--- config.mk ---
export PLATFORM = sky130hd
export DESIGN_NAME = text_terminal_to_lcd_commands_core_flat
export DESIGN_NICKNAME = d
export VERILOG_FILES = /design/src/tt2l_pkg.sv /design/src/tt2l_char_if.sv /design/src/tt2l_lcd_if.sv /design/src/text_terminal_to_lcd_commands_core.sv /design/src/tt2l_ctrl.sv /design/src/tt2l_datapath.sv /design/src/flat_wrapper.sv
export SDC_FILE = /design/constraint.sdc
export NUM_CORES = 1
export LEC_CHECK = 0
export CAP_MARGIN = 10
export CORE_ASPECT_RATIO = 1.25
export CORE_MARGIN = 3
export CORE_UTILIZATION = 55
export CTS_BUF_LIST = sky130_fd_sc_hd__clkbuf_4
export DETAILED_ROUTE_END_ITERATION = 7
export DONT_BUFFER_PORTS = 1
export PLACE_DENSITY = 0.7
export SYNTH_ARGS = -nofsm -noshare
export SYNTH_HDL_FRONTEND = slang
export SYNTH_SLANG_ARGS = --single-unit
--- constraint.sdc ---
create_clock -name i_clk -period 8.3 [get_ports i_clk]
set_input_delay 1.66 -clock i_clk [delete_from_list [all_inputs] [get_ports i_clk]]
set_output_delay 1.66 -clock i_clk [all_outputs]
set_load 0.05 [all_outputs]
--- src/tt2l_pkg.sv ---
package tt2l_pkg;

    // LCD instruction codes.
    localparam logic [7:0] INSTR_CLEAR = 8'h01;
    localparam logic [7:0] INSTR_UPPER = 8'h80;
    localparam logic [7:0] INSTR_LOWER = 8'hc0;

    // Control characters and the pad character.
    localparam logic [7:0] CH_NL    = 8'd10;
    localparam logic [7:0] CH_FF    = 8'd12;
    localparam logic [7:0] CH_CR    = 8'd13;
    localparam logic [7:0] CH_SPACE = 8'h20;

    // Source of the byte loaded into the output register.
    typedef enum logic [2:0] {
        SRC_DATA   = 3'd0,
        SRC_CR     = 3'd1,
        SRC_CLEAR  = 3'd2,
        SRC_HOME   = 3'd3,
        SRC_REPLAY = 3'd4,
        SRC_LOWER  = 3'd5
    } t_src;

    typedef struct packed {
        logic accept;
        logic emit;
        t_src src;
        logic last;
    } t_cmd;

    typedef struct packed {
        logic is_cr;
        logic is_ff;
        logic is_nl;
        logic lower;
        logic wrap;
        logic slot_free;
        logic replay_end;
    } t_sts;

endpackage

--- src/tt2l_char_if.sv ---
interface tt2l_char_if;
    logic       valid;
    logic       ready;
    logic [7:0] char_code;

    modport source (output valid, output char_code, input ready);
    modport sink (input valid, input char_code, output ready);
endinterface

--- src/tt2l_lcd_if.sv ---
interface tt2l_lcd_if;
    logic       valid;
    logic       ready;
    logic       is_data;
    logic [7:0] lcd_byte;
    logic       last;

    modport source (output valid, output is_data, output lcd_byte, output last, input ready);
    modport sink (input valid, input is_data, input lcd_byte, input last, output ready);
endinterface

--- src/text_terminal_to_lcd_commands_core.sv ---
// After a character's transfer the controller leaves idle, and the first LCD write of the
// character is loaded into the output register once that register is free. Throughput:
// one LCD write per cycle while the sink is ready. The sequencer emits the writes through
// one register, and the input stays not ready until the last write is loaded.
// Reset (synchronous, active low) puts the cursor on the upper row at the left edge and
// empties the output register; the stored lower row is not cleared.
module text_terminal_to_lcd_commands_core #(
    parameter int ROW_LENGTH = 16
) (
    input  logic        i_clk,
    input  logic        i_rst_n,
    tt2l_char_if.sink   i_char,
    tt2l_lcd_if.source  o_lcd
);

    // The controller only steps through the write sequence of one character; the
    // datapath owns the cursor state, the stored lower row and the output register.
    tt2l_pkg::t_cmd w_cmd;
    tt2l_pkg::t_sts w_sts;

    // A character transfer happens only while the controller is idle. From then on
    // each write is loaded into the output register as soon as that register is free
    // or is being emptied by a transfer on the LCD side in the same cycle.
    tt2l_ctrl u_ctrl (
        .i_clk      (i_clk),
        .i_rst_n    (i_rst_n),
        .i_in_valid (i_char.valid),
        .o_in_ready (i_char.ready),
        .i_sts      (w_sts),
        .o_cmd      (w_cmd)
    );

    // During a scroll the stored row is read one entry ahead, so the replayed
    // characters leave at one per cycle while the LCD side is ready; columns
    // at or past the count are padded with spaces.
    tt2l_datapath #(
        .ROW_LENGTH (ROW_LENGTH)
    ) u_datapath (
        .i_clk       (i_clk),
        .i_rst_n     (i_rst_n),
        .i_cmd       (w_cmd),
        .o_sts       (w_sts),
        .i_char_code (i_char.char_code),
        .o_valid     (o_lcd.valid),
        .i_ready     (o_lcd.ready),
        .o_is_data   (o_lcd.is_data),
        .o_lcd_byte  (o_lcd.lcd_byte),
        .o_last      (o_lcd.last)
    );

endmodule

--- src/tt2l_ctrl.sv ---
module tt2l_ctrl (
    input  logic            i_clk,
    input  logic            i_rst_n,
    input  logic            i_in_valid,
    output logic            o_in_ready,
    input  tt2l_pkg::t_sts  i_sts,
    output tt2l_pkg::t_cmd  o_cmd
);

    typedef enum logic [6:0] {
        ST_IDLE   = 7'b0000001,
        ST_DATA   = 7'b0000010,
        ST_CR     = 7'b0000100,
        ST_CLEAR  = 7'b0001000,
        ST_HOME   = 7'b0010000,
        ST_REPLAY = 7'b0100000,
        ST_LOWER  = 7'b1000000
    } t_state;

    t_state r_state, n_state;
    logic   r_scroll, n_scroll;
    logic   r_tail_lower, n_tail_lower;

    assign o_in_ready = (r_state == ST_IDLE);

    always_comb begin
        n_state      = r_state;
        n_scroll     = r_scroll;
        n_tail_lower = r_tail_lower;
        o_cmd.accept = 1'b0;
        o_cmd.emit   = 1'b0;
        o_cmd.src    = tt2l_pkg::SRC_DATA;
        o_cmd.last   = 1'b0;
        case (r_state)
            ST_IDLE: begin
                if (i_in_valid) begin
                    o_cmd.accept = 1'b1;
                    n_scroll     = 1'b0;
                    n_tail_lower = 1'b0;
                    if (i_sts.is_cr) begin
                        n_state = ST_CR;
                    end else if (i_sts.is_ff) begin
                        n_state = ST_CLEAR;
                    end else if (i_sts.is_nl) begin
                        if (i_sts.lower) begin
                            n_state  = ST_CLEAR;
                            n_scroll = 1'b1;
                        end else begin
                            n_state = ST_LOWER;
                        end
                    end else begin
                        n_state      = ST_DATA;
                        n_scroll     = i_sts.lower & i_sts.wrap;
                        n_tail_lower = ~i_sts.lower & i_sts.wrap;
                    end
                end
            end
            ST_DATA: begin
                o_cmd.src  = tt2l_pkg::SRC_DATA;
                o_cmd.last = ~r_scroll & ~r_tail_lower;
                if (i_sts.slot_free) begin
                    o_cmd.emit = 1'b1;
                    if (r_scroll) begin
                        n_state = ST_CLEAR;
                    end else if (r_tail_lower) begin
                        n_state = ST_LOWER;
                    end else begin
                        n_state = ST_IDLE;
                    end
                end
            end
            ST_CR: begin
                o_cmd.src  = tt2l_pkg::SRC_CR;
                o_cmd.last = 1'b1;
                if (i_sts.slot_free) begin
                    o_cmd.emit = 1'b1;
                    n_state    = ST_IDLE;
                end
            end
            ST_CLEAR: begin
                o_cmd.src = tt2l_pkg::SRC_CLEAR;
                if (i_sts.slot_free) begin
                    o_cmd.emit = 1'b1;
                    n_state    = ST_HOME;
                end
            end
            ST_HOME: begin
                o_cmd.src  = tt2l_pkg::SRC_HOME;
                o_cmd.last = ~r_scroll;
                if (i_sts.slot_free) begin
                    o_cmd.emit = 1'b1;
                    n_state    = r_scroll ? ST_REPLAY : ST_IDLE;
                end
            end
            ST_REPLAY: begin
                o_cmd.src = tt2l_pkg::SRC_REPLAY;
                if (i_sts.slot_free) begin
                    o_cmd.emit = 1'b1;
                    if (i_sts.replay_end) begin
                        n_state = ST_LOWER;
                    end
                end
            end
            ST_LOWER: begin
                o_cmd.src  = tt2l_pkg::SRC_LOWER;
                o_cmd.last = 1'b1;
                if (i_sts.slot_free) begin
                    o_cmd.emit = 1'b1;
                    n_state    = ST_IDLE;
                end
            end
            default: begin
                n_state = ST_IDLE;
            end
        endcase
    end

    always_ff @(posedge i_clk) begin
        if (!i_rst_n) begin
            r_state      <= ST_IDLE;
            r_scroll     <= 1'b0;
            r_tail_lower <= 1'b0;
        end else begin
            r_state      <= n_state;
            r_scroll     <= n_scroll;
            r_tail_lower <= n_tail_lower;
        end
    end

endmodule

--- src/tt2l_datapath.sv ---
module tt2l_datapath #(
    parameter int ROW_LENGTH = 16
) (
    input  logic            i_clk,
    input  logic            i_rst_n,
    input  tt2l_pkg::t_cmd  i_cmd,
    output tt2l_pkg::t_sts  o_sts,
    input  logic [7:0]      i_char_code,
    output logic            o_valid,
    input  logic            i_ready,
    output logic            o_is_data,
    output logic [7:0]      o_lcd_byte,
    output logic            o_last
);

    localparam int CW = $clog2(ROW_LENGTH + 2);
    localparam int AW = $clog2(ROW_LENGTH);
    localparam logic [CW-1:0] COL_ONE  = CW'(1);
    localparam logic [CW-1:0] COL_LAST = CW'(ROW_LENGTH);
    localparam logic [CW-1:0] COL_ALL  = CW'(ROW_LENGTH + 1);
    localparam logic [AW-1:0] IDX_END  = AW'(ROW_LENGTH - 1);

    logic [7:0]    r_row_mem [ROW_LENGTH];
    logic [7:0]    r_rd_data;
    logic [7:0]    r_char;
    logic          r_lower, n_lower;
    logic [CW-1:0] r_count, n_count;
    logic [CW-1:0] r_limit;
    logic [AW-1:0] r_idx;
    logic          r_out_valid;
    logic          r_out_is_data;
    logic [7:0]    r_out_byte;
    logic          r_out_last;

    logic          w_printable;
    logic          w_wrap;
    logic [CW-1:0] w_wr_col;
    logic          w_wr_en;
    logic          w_rd_en;
    logic [AW-1:0] w_rd_addr;
    logic [7:0]    w_byte;
    logic          w_is_data;

    assign w_printable = (i_char_code != tt2l_pkg::CH_CR) && (i_char_code != tt2l_pkg::CH_FF)
                         && (i_char_code != tt2l_pkg::CH_NL);
    assign w_wrap   = (r_count == COL_LAST);
    assign w_wr_col = r_count - COL_ONE;
    assign w_wr_en  = i_cmd.accept && w_printable && r_lower;

    assign o_sts.is_cr      = (i_char_code == tt2l_pkg::CH_CR);
    assign o_sts.is_ff      = (i_char_code == tt2l_pkg::CH_FF);
    assign o_sts.is_nl      = (i_char_code == tt2l_pkg::CH_NL);
    assign o_sts.lower      = r_lower;
    assign o_sts.wrap       = w_wrap;
    assign o_sts.slot_free  = ~r_out_valid | i_ready;
    assign o_sts.replay_end = (r_idx == IDX_END);

    // Row and column update at the moment the character is taken.
    always_comb begin
        n_lower = r_lower;
        n_count = r_count;
        if (i_cmd.accept) begin
            if (i_char_code == tt2l_pkg::CH_FF) begin
                n_lower = 1'b0;
                n_count = COL_ONE;
            end else if (i_char_code == tt2l_pkg::CH_NL) begin
                n_lower = 1'b1;
                n_count = COL_ONE;
            end else if (w_printable) begin
                if (w_wrap) begin
                    n_lower = 1'b1;
                    n_count = COL_ONE;
                end else begin
                    n_count = r_count + COL_ONE;
                end
            end
        end
    end

    // The stored row is read one entry ahead of the replay pointer.
    always_comb begin
        w_rd_en   = 1'b0;
        w_rd_addr = '0;
        if (i_cmd.emit && (i_cmd.src == tt2l_pkg::SRC_HOME)) begin
            w_rd_en = 1'b1;
        end else if (i_cmd.emit && (i_cmd.src == tt2l_pkg::SRC_REPLAY)
                     && (r_idx != IDX_END)) begin
            w_rd_en   = 1'b1;
            w_rd_addr = r_idx + AW'(1);
        end
    end

    always_comb begin
        w_is_data = 1'b0;
        w_byte    = r_char;
        case (i_cmd.src)
            tt2l_pkg::SRC_DATA: begin
                w_is_data = 1'b1;
                w_byte    = r_char;
            end
            tt2l_pkg::SRC_CR: begin
                w_byte = r_lower ? tt2l_pkg::INSTR_LOWER : tt2l_pkg::INSTR_UPPER;
            end
            tt2l_pkg::SRC_CLEAR: begin
                w_byte = tt2l_pkg::INSTR_CLEAR;
            end
            tt2l_pkg::SRC_HOME: begin
                w_byte = tt2l_pkg::INSTR_UPPER;
            end
            tt2l_pkg::SRC_REPLAY: begin
                w_is_data = 1'b1;
                w_byte    = ((CW'(r_idx) + COL_ONE) < r_limit) ? r_rd_data
                                                                : tt2l_pkg::CH_SPACE;
            end
            tt2l_pkg::SRC_LOWER: begin
                w_byte = tt2l_pkg::INSTR_LOWER;
            end
            default: begin
                w_byte = r_char;
            end
        endcase
    end

    always_ff @(posedge i_clk) begin
        if (w_wr_en) begin
            r_row_mem[w_wr_col[AW-1:0]] <= i_char_code;
        end
        if (w_rd_en) begin
            r_rd_data <= r_row_mem[w_rd_addr];
        end
    end

    always_ff @(posedge i_clk) begin
        if (i_cmd.accept) begin
            r_char  <= i_char_code;
            r_limit <= (i_char_code == tt2l_pkg::CH_NL) ? r_count : COL_ALL;
        end
        if (i_cmd.emit && (i_cmd.src == tt2l_pkg::SRC_HOME)) begin
            r_idx <= '0;
        end else if (i_cmd.emit && (i_cmd.src == tt2l_pkg::SRC_REPLAY)) begin
            r_idx <= r_idx + AW'(1);
        end
        if (i_cmd.emit) begin
            r_out_is_data <= w_is_data;
            r_out_byte    <= w_byte;
            r_out_last    <= i_cmd.last;
        end
    end

    always_ff @(posedge i_clk) begin
        if (!i_rst_n) begin
            r_lower     <= 1'b0;
            r_count     <= COL_ONE;
            r_out_valid <= 1'b0;
        end else begin
            r_lower <= n_lower;
            r_count <= n_count;
            if (i_cmd.emit) begin
                r_out_valid <= 1'b1;
            end else if (i_ready) begin
                r_out_valid <= 1'b0;
            end
        end
    end

    assign o_valid    = r_out_valid;
    assign o_is_data  = r_out_is_data;
    assign o_lcd_byte = r_out_byte;
    assign o_last     = r_out_last;

endmodule

--- src/flat_wrapper.sv ---
// flat-port wrapper written by rule: the top's interface ports become plain ports
module text_terminal_to_lcd_commands_core_flat 
#(
    parameter int ROW_LENGTH = 16
)
  (i_clk, i_rst_n, i_char_valid, i_char_char_code, i_char_ready, o_lcd_valid, o_lcd_is_data, o_lcd_lcd_byte, o_lcd_last, o_lcd_ready);
  tt2l_char_if i_char_i ();
  tt2l_lcd_if o_lcd_i ();
  input  logic i_clk;
  input  logic i_rst_n;
  input wire logic [$bits(i_char_i.valid)-1:0] i_char_valid;
  input wire logic [$bits(i_char_i.char_code)-1:0] i_char_char_code;
  output wire logic [$bits(i_char_i.ready)-1:0] i_char_ready;
  output wire logic [$bits(o_lcd_i.valid)-1:0] o_lcd_valid;
  output wire logic [$bits(o_lcd_i.is_data)-1:0] o_lcd_is_data;
  output wire logic [$bits(o_lcd_i.lcd_byte)-1:0] o_lcd_lcd_byte;
  output wire logic [$bits(o_lcd_i.last)-1:0] o_lcd_last;
  input wire logic [$bits(o_lcd_i.ready)-1:0] o_lcd_ready;
  assign i_char_i.valid = i_char_valid;
  assign i_char_i.char_code = i_char_char_code;
  assign i_char_ready = i_char_i.ready;
  assign o_lcd_valid = o_lcd_i.valid;
  assign o_lcd_is_data = o_lcd_i.is_data;
  assign o_lcd_lcd_byte = o_lcd_i.lcd_byte;
  assign o_lcd_last = o_lcd_i.last;
  assign o_lcd_i.ready = o_lcd_ready;
  text_terminal_to_lcd_commands_core #(.ROW_LENGTH(ROW_LENGTH)) u_core (.i_clk(i_clk), .i_rst_n(i_rst_n), .i_char(i_char_i), .o_lcd(o_lcd_i));
endmodule
==> impl_results.md <==
* Worst-Margin Slew at 1.14 ns
* GRT busiest layer: met2
* Cells after DPL at 765
* Mapped Avg Cell Area at 12.9 um2
* Rows at 48
* Yosys reg bits at 179
* Final HPWL DP at 12700 um
* Worst slack, placed at 4.29 ns
* Rel. slew slack at 23.4%
* CTS tree: yes
* Die area at 16000 um2
* Worst Setup EP: i_char_ready
* Cell count along the critical path at 3
* Source of the critical timing path: u_core.u_ctrl.r_state[4]
* Met3 global-route usage at 5.24%
* Maximum VDD drop at 0.000131 V
* Clock slew at reported path FFs at 0.15 ns
* Residual DRC at 0
* Critical Path RT at 6.64 ns
* Final setup vio count at 0
* Clk Tree Root Cell: clkbuf_4
* TritonRoute pass-1 iters at 6
* Final hold vios at 0
* Vias in the first global route at 4868
* Skew-Pair Late Insertion Delay at 0.56 ns
* Largest net degree at the start of global routing at 37
* Fin area at 8300 um2
* Wire length per cell at 23.0 um
* Post-synth top flop: edfxtp_1
* Initial Utilization at 57.0%
* RD Place Congestion at 0.953
* Final Util at 59.3%
* Max FO, Critical Path at 12
* Congestion Overflow GR at 0
* Die Y at 141 um
* RSZ-0062 raised after global routing: false
* CTS H-Tree Depth at 4
* Top cells by area, synth: edfxtp_1, dfxtp_1, mux2i_1
* Post-DRT Antenna Nets at 0
* CTS resizes at 0
* Met1 Usage GRT at 31.2%
* I/O pins at 24
* Synth-to-Final Area Change at 4.03%
* Critical path class: reg -> out
* Synth cell types at 71
* Number of setup buffers added after CTS at 0
* Setup WS post-layout at 4.19 ns
* Crit path buffers/inverters at 1
* Worst reg2reg path endpoint: u_core.u_datapath.r_rd_data[4]
* Max-Cap Viols at 0
* Critical Path, Cell by Cell: or4_4, or4b_1, inv_2
* Die width at 114 um
* Fin. max-slew vios at 0
* Max incr delay on CP at 0.60 ns
* Fmax at 243 MHz
* PD cells at 205 nW/um2
* All-Layer GR Usage at 23.7%
* Period minus WS final at 4.11 ns
* Tcrit/Tclk final at 49.5%
* CTS Buf Count at 17
* Mapped Nets at 644
* Multi-input logic area at 2530 um2
* Status: finished, final reports clean
* Startpoint Class: flop
* Placed cell areas at 8030 um2
* Final std cells w/o fill at 798
* R2R Setup Slk at 4.20 ns
* Reg2Reg Depth at 10
* Port Buffers at 0
* Cell taking the most area after synthesis: edfxtp_1
* Initial antenna violation count at 1
* Ys async rst share at 0%
* Clock sinks at 179
* Via count at 5102
* Critical Path Sink Type: primary output
* Detailed Route WL at 18300 um
* First-pass GRT wire length at 27700 um
* Setup TNS at 0 ns
* Iteration-0 DRC Markers at 770
* Core box area at 14000 um2
* Reg area at 5170 um2
* Worst Hold Class: reg -> reg
* Leak Pwr at 2.77 nW
* Fin nets at 633
* GR Layer Usage met2 at 39.4%
* Register area share after synthesis at 64.9%
* Fillers at 1111
* Max Root-Sink Buffers at 2
* Vias per Instance at 6.39
* YS warnings at 0
* Worst Clk Skew at 0.0120 ns
* Mapped Cells at 620
* Netlist Area Pre-Place at 7980 um2
* Critical Path AT at 2.45 ns
* Share of layout cells above drive strength 1 at 7.56%
* Top cell family by delay on the critical path: simple AND/OR/NAND/NOR gates
* CP max stage cell: or4b_1
* Post-synth top area share at 59.9%
* EDFF count, synth at 159
* Post-cts hold buffer count at 0
* R2r startpoint: u_core.u_ctrl.r_state[0]
## layout make-up
class,count,area share [%]
Sequential cell,179,62.4
Tap cell,175,2.64
Multi-Input combinational cell,384,30.5
Antenna cell,1,0.0302
Clock buffer,18,1.63
Clock inverter,14,1.54
Inverter,25,1.13
Timing Repair Buffer,2,0.181
## per-stage QoR
step | total power, mW | hold WS [ns]
2_1_floorplan | 1.22 | 0.467
3_3_place_gp | 1.26 | 0.484
3_5_place_dp | 1.26 | 0.496
4_1_cts | 1.71 | 0.527
5_1_grt | 1.77 | 0.555
6_report | 1.70 | 0.533
## registers in the layout (all words and copies together) (netlist names), 4 cells and up
signal and count:
u_core.u_ctrl.r_state 7, u_core.u_datapath.o_lcd_byte 8, u_core.u_datapath.r_char 8, u_core.u_datapath.r_count 5, u_core.u_datapath.r_idx 4, u_core.u_datapath.r_limit 5
u_core.u_datapath.r_rd_data 8, u_core.u_datapath.r_row_mem 128
## logic make-up after synthesis
logic type | after synthesis | synth area share, %
flip-flops | 179 | 64.9
multiplexers | 35 | 4.44
AO/OA/AOI/OAI | 133 | 11.5
adder cells (fa/ha/maj) | 12 | 1.88
buffers and inverters | 57 | 3.40
AND/OR/NAND/NOR | 193 | 12.6
XOR/XNOR | 11 | 1.21
## metal layers
metal	vias up	wire length [um]
met1	2523	7510
li1	2345	-
met3	22	1290
met4	0	250
met2	212	9300
met5	-	0
## Yosys cell counts, types with 4 or more instances
cell,count
edfxtp_1,159
nor2_1,48
nand2_1,41
mux2i_1,32
o21ai_0,29
inv_1,24
nand3_1,23
a21oi_1,21
dfxtp_1,20
a221oi_1,15
clkbuf_1,15
nor3_1,15
o22ai_1,15
ha_1,12
nand2b_1,11
and2_1,8
nor2b_1,8
a211o_1,6
a221o_1,6
buf_2,6
xor2_1,6
a31oi_1,5
and3_1,5
buf_6,5
nor4_1,5
or3_1,5
xnor2_1,5
nand4_1,4
o21ai_1,4
## where the power goes
| group | internal [mW] | switching, mW |
|---|---|---|
| clock network | 0.155 | 0.303 |
| logic | 0.0611 | 0.144 |
| registers | 1.01 | 0.0306 |
| total | 1.23 | 0.478 |
## how the worst min path moves through the flow
stage / cells past startpoint / slack (ns) / from / to
after CTS: 2 / 0.53 / u_core.u_datapath.r_idx[3] / u_core.u_datapath.r_idx[3]
after detailed placement: 1 / 0.50 / u_core.u_datapath.r_idx[1] / u_core.u_datapath.r_idx[1]
final: 2 / 0.53 / u_core.u_datapath.r_idx[3] / u_core.u_datapath.r_idx[3]
after floorplan: 2 / 0.47 / u_core.u_datapath.r_idx[3] / u_core.u_datapath.r_idx[3]
after global routing: 1 / 0.55 / u_core.u_datapath.r_idx[1] / u_core.u_datapath.r_idx[1]
after global placement: 2 / 0.48 / u_core.u_datapath.r_idx[3] / u_core.u_datapath.r_idx[3]
## worst reg2reg max path, stage by stage, from the launching register on
cell and delay, ns:
dfxtp_1 0.41, or3_1 0.52, nor3_1 0.36, inv_1 0.09, ha_1 0.26, o31a_1 0.27
nor4_4 0.91, o22ai_1 0.21, a221oi_1 0.65, nand3_1 0.19, nand3_1 0.10
## placed cells by master (no fill, tap or decap), types with 6 or more instances in the layout
master,n
edfxtp_1,159
nor2_1,48
nand2_1,41
mux2i_1,32
o21ai_0,29
inv_1,24
nand3_1,23
a21oi_1,21
dfxtp_1,20
clkbuf_4,18
nor3_1,15
a221oi_1,15
o22ai_1,15
ha_1,12
nand2b_1,11
nor2b_1,8
and2_1,8
xor2_1,6
a221o_1,6
a211o_1,6
No activity file was read; power rests on OpenSTA's default activity.
